## config.mk

```make
export PLATFORM = sky130hd
export DESIGN_NAME = rot90_addr
export DESIGN_NICKNAME = d
export VERILOG_FILES = /design/src/rtl/core/rot90_pkg.sv /design/src/rtl/core/rot90_addr.sv
export SDC_FILE = /design/constraint.sdc
export NUM_CORES = 1
export LEC_CHECK = 0
export ABC_AREA = 1
export BUFFER_PORTS_ARGS = -buffer_cell sky130_fd_sc_hd__buf_2
export CORE_MARGIN = 2
export CORE_UTILIZATION = 55
export CTS_CLUSTER_SIZE = 10
export DETAILED_ROUTE_END_ITERATION = 8
export PLACE_DENSITY = 0.75
export SYNTH_ARGS = -nofsm -noshare
export SYNTH_HDL_FRONTEND = slang
export SYNTH_SLANG_ARGS = --single-unit
```

## constraint.sdc

```tcl
create_clock -name clk -period 6.7 [get_ports clk]
set_input_delay 0.67 -clock clk [delete_from_list [all_inputs] [get_ports clk]]
set_output_delay 0.67 -clock clk [all_outputs]
set_load 0.01 [all_outputs]
```

## src/rtl/core/rot90_pkg.sv

```systemverilog
// Shared types and constants of the 1bpp frame rotator.
package rot90_pkg;

  // Operation codes carried in the input tuser
  localparam logic OP_WRITE = 1'b0;
  localparam logic OP_READ  = 1'b1;

  // Eight bit banks, one per native row modulo eight
  localparam int NBANKS      = 8;
  localparam int BANK_ADDR_W = 16;

  // White byte: store reset value and out-of-range read value
  localparam logic [7:0] WHITE_BYTE = 8'hFF;
  localparam logic [7:0] MSB_BIT    = 8'h80;

  // Result queue depth
  localparam int FIFO_DEPTH = 8;

  // Bank access request, one per item, produced by the address pipeline
  typedef struct packed {
    logic                                     valid;
    logic                                     op;
    logic                                     in_range;
    logic [NBANKS-1:0]                        we;
    logic [NBANKS-1:0]                        bits;
    logic [7:0]                               mask;
    logic [2:0]                               rbank;
    logic [NBANKS-1:0][BANK_ADDR_W-1:0]       addr;
  } bank_req_t;

  // Queued read result
  typedef struct packed {
    logic       err;
    logic [7:0] data;
  } result_t;

endpackage

```

## src/rtl/core/rot90_addr.sv

```systemverilog
// Address pipeline: splits byte addresses into row and column, maps them to bank addresses.
module rot90_addr #(
  parameter int PORTRAIT_WIDTH  = 480,
  parameter int PORTRAIT_HEIGHT = 800
) (
  input  logic                 clk,
  input  logic                 rst,
  input  logic                 in_valid,
  input  logic                 op,
  input  logic [15:0]          byte_address,
  input  logic [7:0]           pixel_byte,
  output rot90_pkg::bank_req_t req
);

  localparam int PSTRIDE = (PORTRAIT_WIDTH + 7) / 8;
  localparam int NSTRIDE = (PORTRAIT_HEIGHT + 7) / 8;
  localparam int PBYTES  = PORTRAIT_HEIGHT * PSTRIDE;
  localparam int SBYTES  = PORTRAIT_WIDTH * NSTRIDE;
  localparam logic [32:0] PRECIP = 33'((64'd1 << 32) / PSTRIDE);
  localparam logic [32:0] NRECIP = 33'((64'd1 << 32) / NSTRIDE);
  localparam logic [8:0]  PDIV   = 9'(PSTRIDE);
  localparam logic [8:0]  NDIV   = 9'(NSTRIDE);

  // Stage 1: reciprocal product
  logic        s1_valid;
  logic        s1_op;
  logic        s1_inr;
  logic [15:0] s1_addr;
  logic [7:0]  s1_pix;
  logic [47:0] s1_prod;

  // Stage 2: quotient estimate and its back-product
  logic        s2_valid;
  logic        s2_op;
  logic        s2_inr;
  logic [15:0] s2_addr;
  logic [7:0]  s2_pix;
  logic [15:0] s2_qe;
  logic [15:0] s2_qd;

  // Stage 3: corrected quotient and remainder
  logic        s3_valid;
  logic        s3_op;
  logic        s3_inr;
  logic [7:0]  s3_pix;
  logic [15:0] s3_q;
  logic [7:0]  s3_r;

  logic [32:0] recip;
  logic        inr;
  logic [15:0] qe_c;
  logic [8:0]  div2;
  logic [8:0]  div3;
  logic [15:0] rem;
  rot90_pkg::bank_req_t req_next;

  // Pick reciprocal and range limit by operation
  always_comb begin
    recip = (op == rot90_pkg::OP_READ) ? NRECIP : PRECIP;
    if (op == rot90_pkg::OP_READ) begin
      inr = ({16'd0, byte_address} < 32'(SBYTES));
    end else begin
      inr = ({16'd0, byte_address} < 32'(PBYTES));
    end
  end

  always_ff @(posedge clk) begin
    if (rst) begin
      s1_valid <= 1'b0;
    end else begin
      s1_valid <= in_valid;
    end
    s1_op   <= op;
    s1_inr  <= inr;
    s1_addr <= byte_address;
    s1_pix  <= pixel_byte;
    s1_prod <= 48'(byte_address) * 48'(recip);
  end

  // Take the quotient estimate and multiply it back
  always_comb begin
    qe_c = s1_prod[47:32];
    div2 = (s1_op == rot90_pkg::OP_READ) ? NDIV : PDIV;
  end

  always_ff @(posedge clk) begin
    if (rst) begin
      s2_valid <= 1'b0;
    end else begin
      s2_valid <= s1_valid;
    end
    s2_op   <= s1_op;
    s2_inr  <= s1_inr;
    s2_addr <= s1_addr;
    s2_pix  <= s1_pix;
    s2_qe   <= qe_c;
    s2_qd   <= 16'(25'(qe_c) * 25'(div2));
  end

  // Correct an estimate that fell one short
  always_comb begin
    div3 = (s2_op == rot90_pkg::OP_READ) ? NDIV : PDIV;
    rem  = s2_addr - s2_qd;
  end

  always_ff @(posedge clk) begin
    if (rst) begin
      s3_valid <= 1'b0;
    end else begin
      s3_valid <= s2_valid;
    end
    s3_op  <= s2_op;
    s3_inr <= s2_inr;
    s3_pix <= s2_pix;
    if (rem >= 16'(div3)) begin
      s3_q <= s2_qe + 16'd1;
      s3_r <= 8'(rem - 16'(div3));
    end else begin
      s3_q <= s2_qe;
      s3_r <= 8'(rem);
    end
  end

  // Map row and column to per-bank addresses and bit updates
  always_comb begin
    int ib;
    int ny;
    int col;
    int grp;
    ib                = 0;
    ny                = 0;
    col               = 0;
    grp               = 0;
    req_next          = '0;
    req_next.valid    = s3_valid;
    req_next.op       = s3_op;
    req_next.in_range = s3_inr;
    req_next.mask     = rot90_pkg::MSB_BIT >> s3_q[2:0];
    req_next.rbank    = s3_q[2:0];
    for (int b = 0; b < rot90_pkg::NBANKS; b++) begin
      if (s3_op == rot90_pkg::OP_READ) begin
        col = int'(s3_r);
        grp = int'(s3_q >> 3);
        req_next.addr[b] = 16'(grp * NSTRIDE + col);
      end else begin
        ib  = (PORTRAIT_WIDTH - 1 - b) & 7;
        ny  = (PORTRAIT_WIDTH - 1) - 8 * int'(s3_r) - ib;
        col = int'(s3_q >> 3);
        grp = (ny >= 0) ? (ny >> 3) : 0;
        req_next.addr[b] = 16'(grp * NSTRIDE + col);
        req_next.we[b]   = s3_inr && (ny >= 0);
        req_next.bits[b] = s3_pix[7 - ib];
      end
    end
  end

  always_ff @(posedge clk) begin
    if (rst) begin
      req.valid <= 1'b0;
    end else begin
      req.valid <= req_next.valid;
    end
    req.op       <= req_next.op;
    req.in_range <= req_next.in_range;
    req.we       <= req_next.we;
    req.bits     <= req_next.bits;
    req.mask     <= req_next.mask;
    req.rbank    <= req_next.rbank;
    req.addr     <= req_next.addr;
  end

endmodule

```

==> results of run 1 <==
[cell usage after synthesis (all sizes together), types with 2 or more instances]
master / number
ha: 321
nor4: 2
a21oi: 101
a21o: 2
nand4: 27
or2: 3
nor3: 23
o21bai: 10
buf: 107
conb: 2
nor2: 148
a31oi: 6
nand3b: 7
xor2: 45
o31ai: 7
clkbuf: 12
nand3: 95
xnor2: 17
o21a: 2
dfxtp: 174
a211oi: 3
nand2: 426
inv: 579
o21ai: 70
and2: 3
fa: 211
[stage by stage]
step | setup WS (ns) | instance area, µm² | std cells | hold slack (ns) | util [%]
finish | 0.543 | 21100 | 3018 | 0.317 | 59.6
global placement | 0.200 | 20400 | 2986 | 0.310 | 57.8
CTS | 0.586 | 21100 | 3018 | 0.301 | 59.6
global route | 0.205 | 21100 | 3018 | 0.303 | 59.6
detailed placement | 0.145 | 20400 | 2986 | 0.312 | 57.8
floorplan | 0.889 | 19700 | 2452 | 0.310 | -
[state kept, by name (all words and copies together), names as in the netlist]
name      count
req          54
s1_addr      16
s1_inr        1
s1_op         1
s1_pix        8
s1_prod      11
s1_valid      1
s2_addr      16
s2_inr        1
s2_op         1
s2_pix        8
s2_qd        14
s2_qe        10
s2_valid      1
s3_inr        1
s3_op         1
s3_pix        8
s3_q         12
s3_r          8
s3_valid      1
[area by class of cell]
cell class                      instances  share of cell area, %
Inverter                              579                   10.3
Timing Repair Buffer                  192                   4.65
Tap cell                              461                   2.74
Sequential cell                       174                   16.5
Clock buffer                           17                   2.02
Clock inverter                         15                  0.999
Multi-Input combinational cell       1580                   62.7
[logic make-up after synthesis]
logic type,after synthesis
DFF,174
AOI/OAI and AO/OA,208
adders and majority gates,532
and+or+nand+nor,735
xor gates and xnor gates,62
other,2
buffers and inverters,698
[final timing paths]
path / from / to / cells past startpoint
setup / recovery: op / s1_prod[39]$_DFF_P_ / 23
hold / removal: pixel_byte[2] / s1_pix[2]$_DFF_P_ / 1
setup reg to reg: s3_r[3]$_DFF_P_ / req[15]$_DFF_P_ / 21
hold reg to reg: s1_addr[12]$_DFF_P_ / s2_addr[12]$_DFF_P_ / 0
[layer usage]
| metal | part of all wire (%) | wire (µm) | GRT usage [%] | vias to the layer above |
|---|---|---|---|---|
| met5 | 0 | 0 | 0 | - |
| li1 | - | - | - | 7544 |
| met2 | 52 | 25400 | 52.4 | 527 |
| met4 | 4.4 | 2160 | 11.9 | 0 |
| met1 | 39 | 19100 | 32.0 | 7351 |
| met3 | 4.9 | 2430 | 3.66 | 123 |
[critical path, stage by stage]
cell	delay (ns)
buf_2	0.53
nand2_1	0.36
nor2_1	0.36
inv_1	0.12
nand2_1	0.08
inv_1	0.06
nand2_1	0.10
fa_1	0.41
inv_1	0.12
fa_1	0.43
fa_1	0.55
fa_1	0.56
inv_1	0.06
fa_1	0.57
inv_1	0.05
ha_1	0.32
a21oi_1	0.33
nand2_1	0.14
o21bai_1	0.18
a311oi_1	0.29
nand2_1	0.09
nand2_1	0.07
nand2_1	0.04
==> metrics.md, run 1 <==
| Metric | Value |
|---|---|
| 1st-iter DRT viols | 907 |
| Antenna violations before repair | 0 |
| Internal reg-to-reg setup slack | around 1.7 ns |
| Die Span Y | 193 µm |
| Clock Path Buffers | 2 |
| Number of synthesized flops with an enable pin | 0 |
| Pre-antenna DRT Iters | 5 |
| Status | complete, no violations |
| Hold Violations, Final | 0 |
| Ant. Diodes | 0 |
| Yosys reg bits | 174 |
| Routed wire length | 49200 µm |
| Die X-Extent | 193 µm |
| Antenna-violating nets left | 0 |
| Max capacitance violation total | 0 |
| First-pass GRT wire length | about 80000 µm |
| Top cells by area, synth | fa_1, ha_1, dfxtp_1 |
| Yosys Warn Count | 0 |
| Setup Skew | 0.0120 ns |
| CTS Root Cell | clkbuf_16 |
| Adder-Cell Fraction of Synth Area | 42.1% |
| Largest family of logic cells by synthesized area | adder cells |
| Final setup vio count | 0 |
| Worst setup SP type | input pin |
| Layout cells sized above 1 | 10.2% |
| Vias | between 15000 and 20000 |
| RSZ-0062 raised after global routing | false |
| Footprint of the multi-input gates | 0.0132 mm² |
| Area share of the leading cell type in the synthesized netlist | a little over a fifth |
| Fin crit share | 91.9% |
| Ys flop type | dfxtp_1 |
| # nets final | 3104 |
| Largest area contributor in the netlist | fa_1 |
| Largest net degree at the start of global routing | 38 |
| Hold Crit Class | in -> reg |
| Clk sinks | between 150 and 200 |
| Post-DP HPWL | 42700 µm |
| Most frequent cells in the layout | inv_1, nand2_1, ha_1 |
| Fraction of registers with async set/reset | 0% |
| GP Congestion | ~0.99 |
| Crit end category | flip-flop |
| Fmax | between 0.15 and 0.2 GHz |
| Least-Margin Pin Slew | 0.803 ns |
| Post-CTS setup buffer count | 0 |
| Synthesized area | between 0.015 and 0.02 mm² |
| Via-to-Cell Ratio | 5.15 |
| Post-Synth Simple-Gate Area | approximately 16% |
| Core region area | around 0.035 mm² |
| Crit Path Class | in -> reg |
| GR Overflow Total | 0 |
| Post-synthesis mux area share | 0% |
| Reg clk slew, reported paths | 0.08 ns |
| Register Area | between 0.003 and 0.004 mm² |
| Routed len/inst | 16.3 µm |
| Buffers added on ports | 185 |
| Initial Util | 55.4% |
| Total CTS buffers | 17 |
| Layout area overhead | 7.67% |
| Cell count after synthesis | 2411 |
| Slew Viols, Final | 0 |
| TNS Setup | 0 ns |
| Worst-Skew Late Latency | about 0.45 ns |
| CTS tree | done |
| Crit path DAT | about 6.5 ns |
| Unique masters post-synth | 45 |
| Min cycle time layout | 6.16 ns |
| Vias in the first global route | approximately 16000 |
| DR DRC count | 0 |
| Commonest non-fill, non-tap cell in the layout | inv_1 |
| Crit Path Max Fanout | 31 |
| Top Ports | around 190 |
| Sequential element share of the synthesized area | 17.8% |
| XOR/XNOR Fraction of Synth Area | 2.78% |
| CTS resizes | 0 |
| Placement Rows | 69 |
| CTS H-tree lvls | 4 |
| Compound-Gate Fraction of Synth Area | slightly below 6% |
| Fillcell total | 3154 |
| Die ar. | 0.0371 mm² |
| Max_slew headroom | 46.4% |
| Synth Area per Inst | slightly above 8 µm² |
| GRT Util Overall | 28.1% |
| Worst EP required | 7.06 ns |
| Hold Buf Count CTS | 0 |
Power of run 1 is not shown: default switching activity piles up to over one toggle a cycle in this logic, so the estimate is an artifact.
==> run 2, diff against run 1 <==
--- a/config.mk
+++ b/config.mk
@@ -7,7 +7,6 @@
 export LEC_CHECK = 0
 export ABC_AREA = 1
 export BUFFER_PORTS_ARGS = -buffer_cell sky130_fd_sc_hd__buf_2
-export CORE_MARGIN = 2
 export CORE_UTILIZATION = 55
 export CTS_CLUSTER_SIZE = 10
 export DETAILED_ROUTE_END_ITERATION = 8
==> metrics.md, run 2 (synthesis results as in run 1) <==
| Metric | Value |
|---|---|
| Commonest non-fill, non-tap cell in the layout | inv_1 |
| Top Ports | roughly 190 |
| Layout cells sized above 1 | 10.2% |
| 1st-iter DRT viols | 799 |
| Fmax | around 0.16 GHz |
| Post-DP HPWL | 42400 µm |
| Post-CTS setup buffer count | 0 |
| Hold Violations, Final | 0 |
| Routed len/inst | between 15 and 20 µm |
| Reg with most FFs | req |
| Fin crit share | 91.8% |
| Vias in the first global route | 15500 |
| Max capacitance violation total | 0 |
| Reg clk slew, reported paths | approximately 0.070 ns |
| GP Congestion | 1.01 |
| Hold slack | around 0.32 ns |
| Vias | 15300 |
| Worst setup SP type | input pin |
| Pre-antenna DRT Iters | 5 |
| Clock Path Buffers | 2 |
| Die Span Y | 191 µm |
| Clk sinks | 174 |
| First-pass GRT wire length | slightly below 80000 µm |
| Antenna-violating nets left | 0 |
| Min cycle time layout | 6.15 ns |
| Via-to-Cell Ratio | 5.08 |
| CTS Root Cell | clkbuf_16 |
| Routed wire length | between 40000 and 50000 µm |
| GRT Util Overall | 28.1% |
| Hold Buf Count CTS | 0 |
| Ant. Diodes | 0 |
| # nets final | 3105 |
| CTS resizes | 0 |
| Worst-Skew Late Latency | 0.43 ns |
| Crit end category | flip-flop |
| Largest net degree at the start of global routing | 37 |
| Initial Util | between 50% and 60% |
| Most frequent cells in the layout | inv_1, nand2_1, ha_1 |
| Least-Margin Pin Slew | slightly above 0.9 ns |
| RSZ-0062 raised after global routing | false |
| Max reg flops | 54 |
| Fillcell total | approximately 3100 |
| Status | complete, no violations |
| Buffers added on ports | between 150 and 200 |
| Slew Viols, Final | 0 |
| Crit Path Class | in -> reg |
| Total CTS buffers | 17 |
| Antenna violations before repair | 0 |
| DR DRC count | 0 |
| Final setup vio count | 0 |
| TNS Setup | 0 ns |
| Worst EP required | 7.07 ns |
| Setup Skew | 0.00816 ns |
| Die X-Extent | 191 µm |
| CTS H-tree lvls | 4 |
| Core region area | 0.0348 mm² |
| Crit Path Max Fanout | 31 |
| CTS tree | done |
| Hold Crit Class | reg -> reg |
| Layout area overhead | 7.49% |
| Die ar. | 0.0363 mm² |
| Crit path DAT | 6.52 ns |
| Largest registers | req: 54 flops, s1_addr: 16 flops, s2_addr: 16 flops |
| Placement Rows | 68 |
| Max_slew headroom | 37.8% |
| GR Overflow Total | 0 |
run 2: worst max-delay path: stages:
cell and delay [ns]:
buf_2 0.54, nand2_1 0.32, inv_1 0.27, ha_1 0.30, fa_1 0.53, inv_1 0.06, fa_1 0.51, inv_1 0.05
fa_1 0.48, inv_1 0.06, fa_1 0.50, fa_1 0.54, inv_1 0.05, ha_1 0.36, nand2_1 0.12, nor2_1 0.16
nand2_1 0.06, o21ai_0 0.35, nand2_1 0.13, nand2_1 0.17, nand2_1 0.07, nand2_1 0.07, xor2_1 0.13
run 2: path summary, 6_finish.rpt:
path | slack [ns] | end | depth (start not counted) | from
max | 0.55 | s1_prod[42]$_DFF_P_ | 23 | op
max reg2reg | 1.73 | req[15]$_DFF_P_ | 21 | s3_r[2]$_DFF_P_
min | 0.32 | s3_pix[6]$_DFF_P_ | 0 | s2_pix[6]$_DFF_P_
min reg2reg | 0.32 | s3_pix[6]$_DFF_P_ | 0 | s2_pix[6]$_DFF_P_
run 2: through the flow:
stage | util, % | instance area (µm²) | std cells | setup WS (ns)
floorplan | - | 19700 | 2452 | 0.889
global placement | 58.7 | 20400 | 2981 | 0.262
detailed placement | 58.7 | 20400 | 2981 | 0.200
CTS | 60.4 | 21000 | 3013 | 0.643
global route | 60.4 | 21000 | 3013 | 0.172
finish | 60.4 | 21000 | 3013 | 0.547
run 2: cell type report:
class / count / area (µm²) / share of cell area, %
clock buffer: 17 / 425 / 2.02
clock inverter: 15 / 174 / 0.828
inverter: 579 / 2170 / 10.3
multi-input combinational: 1580 / 13200 / 62.8
sequential: 174 / 3480 / 16.6
tap: 455 / 569 / 2.71
timing repair buffer: 193 / 986 / 4.69
run 2: routing by layer:
metal	track usage (%)	share of wire, %	up-vias
met4	11.2	3.9	0
met1	35.0	43	7228
met5	0	0	-
met3	4.38	4.9	92
met2	48.6	49	442
li1	-	-	7553
Power of run 2 is left out for the same reason.
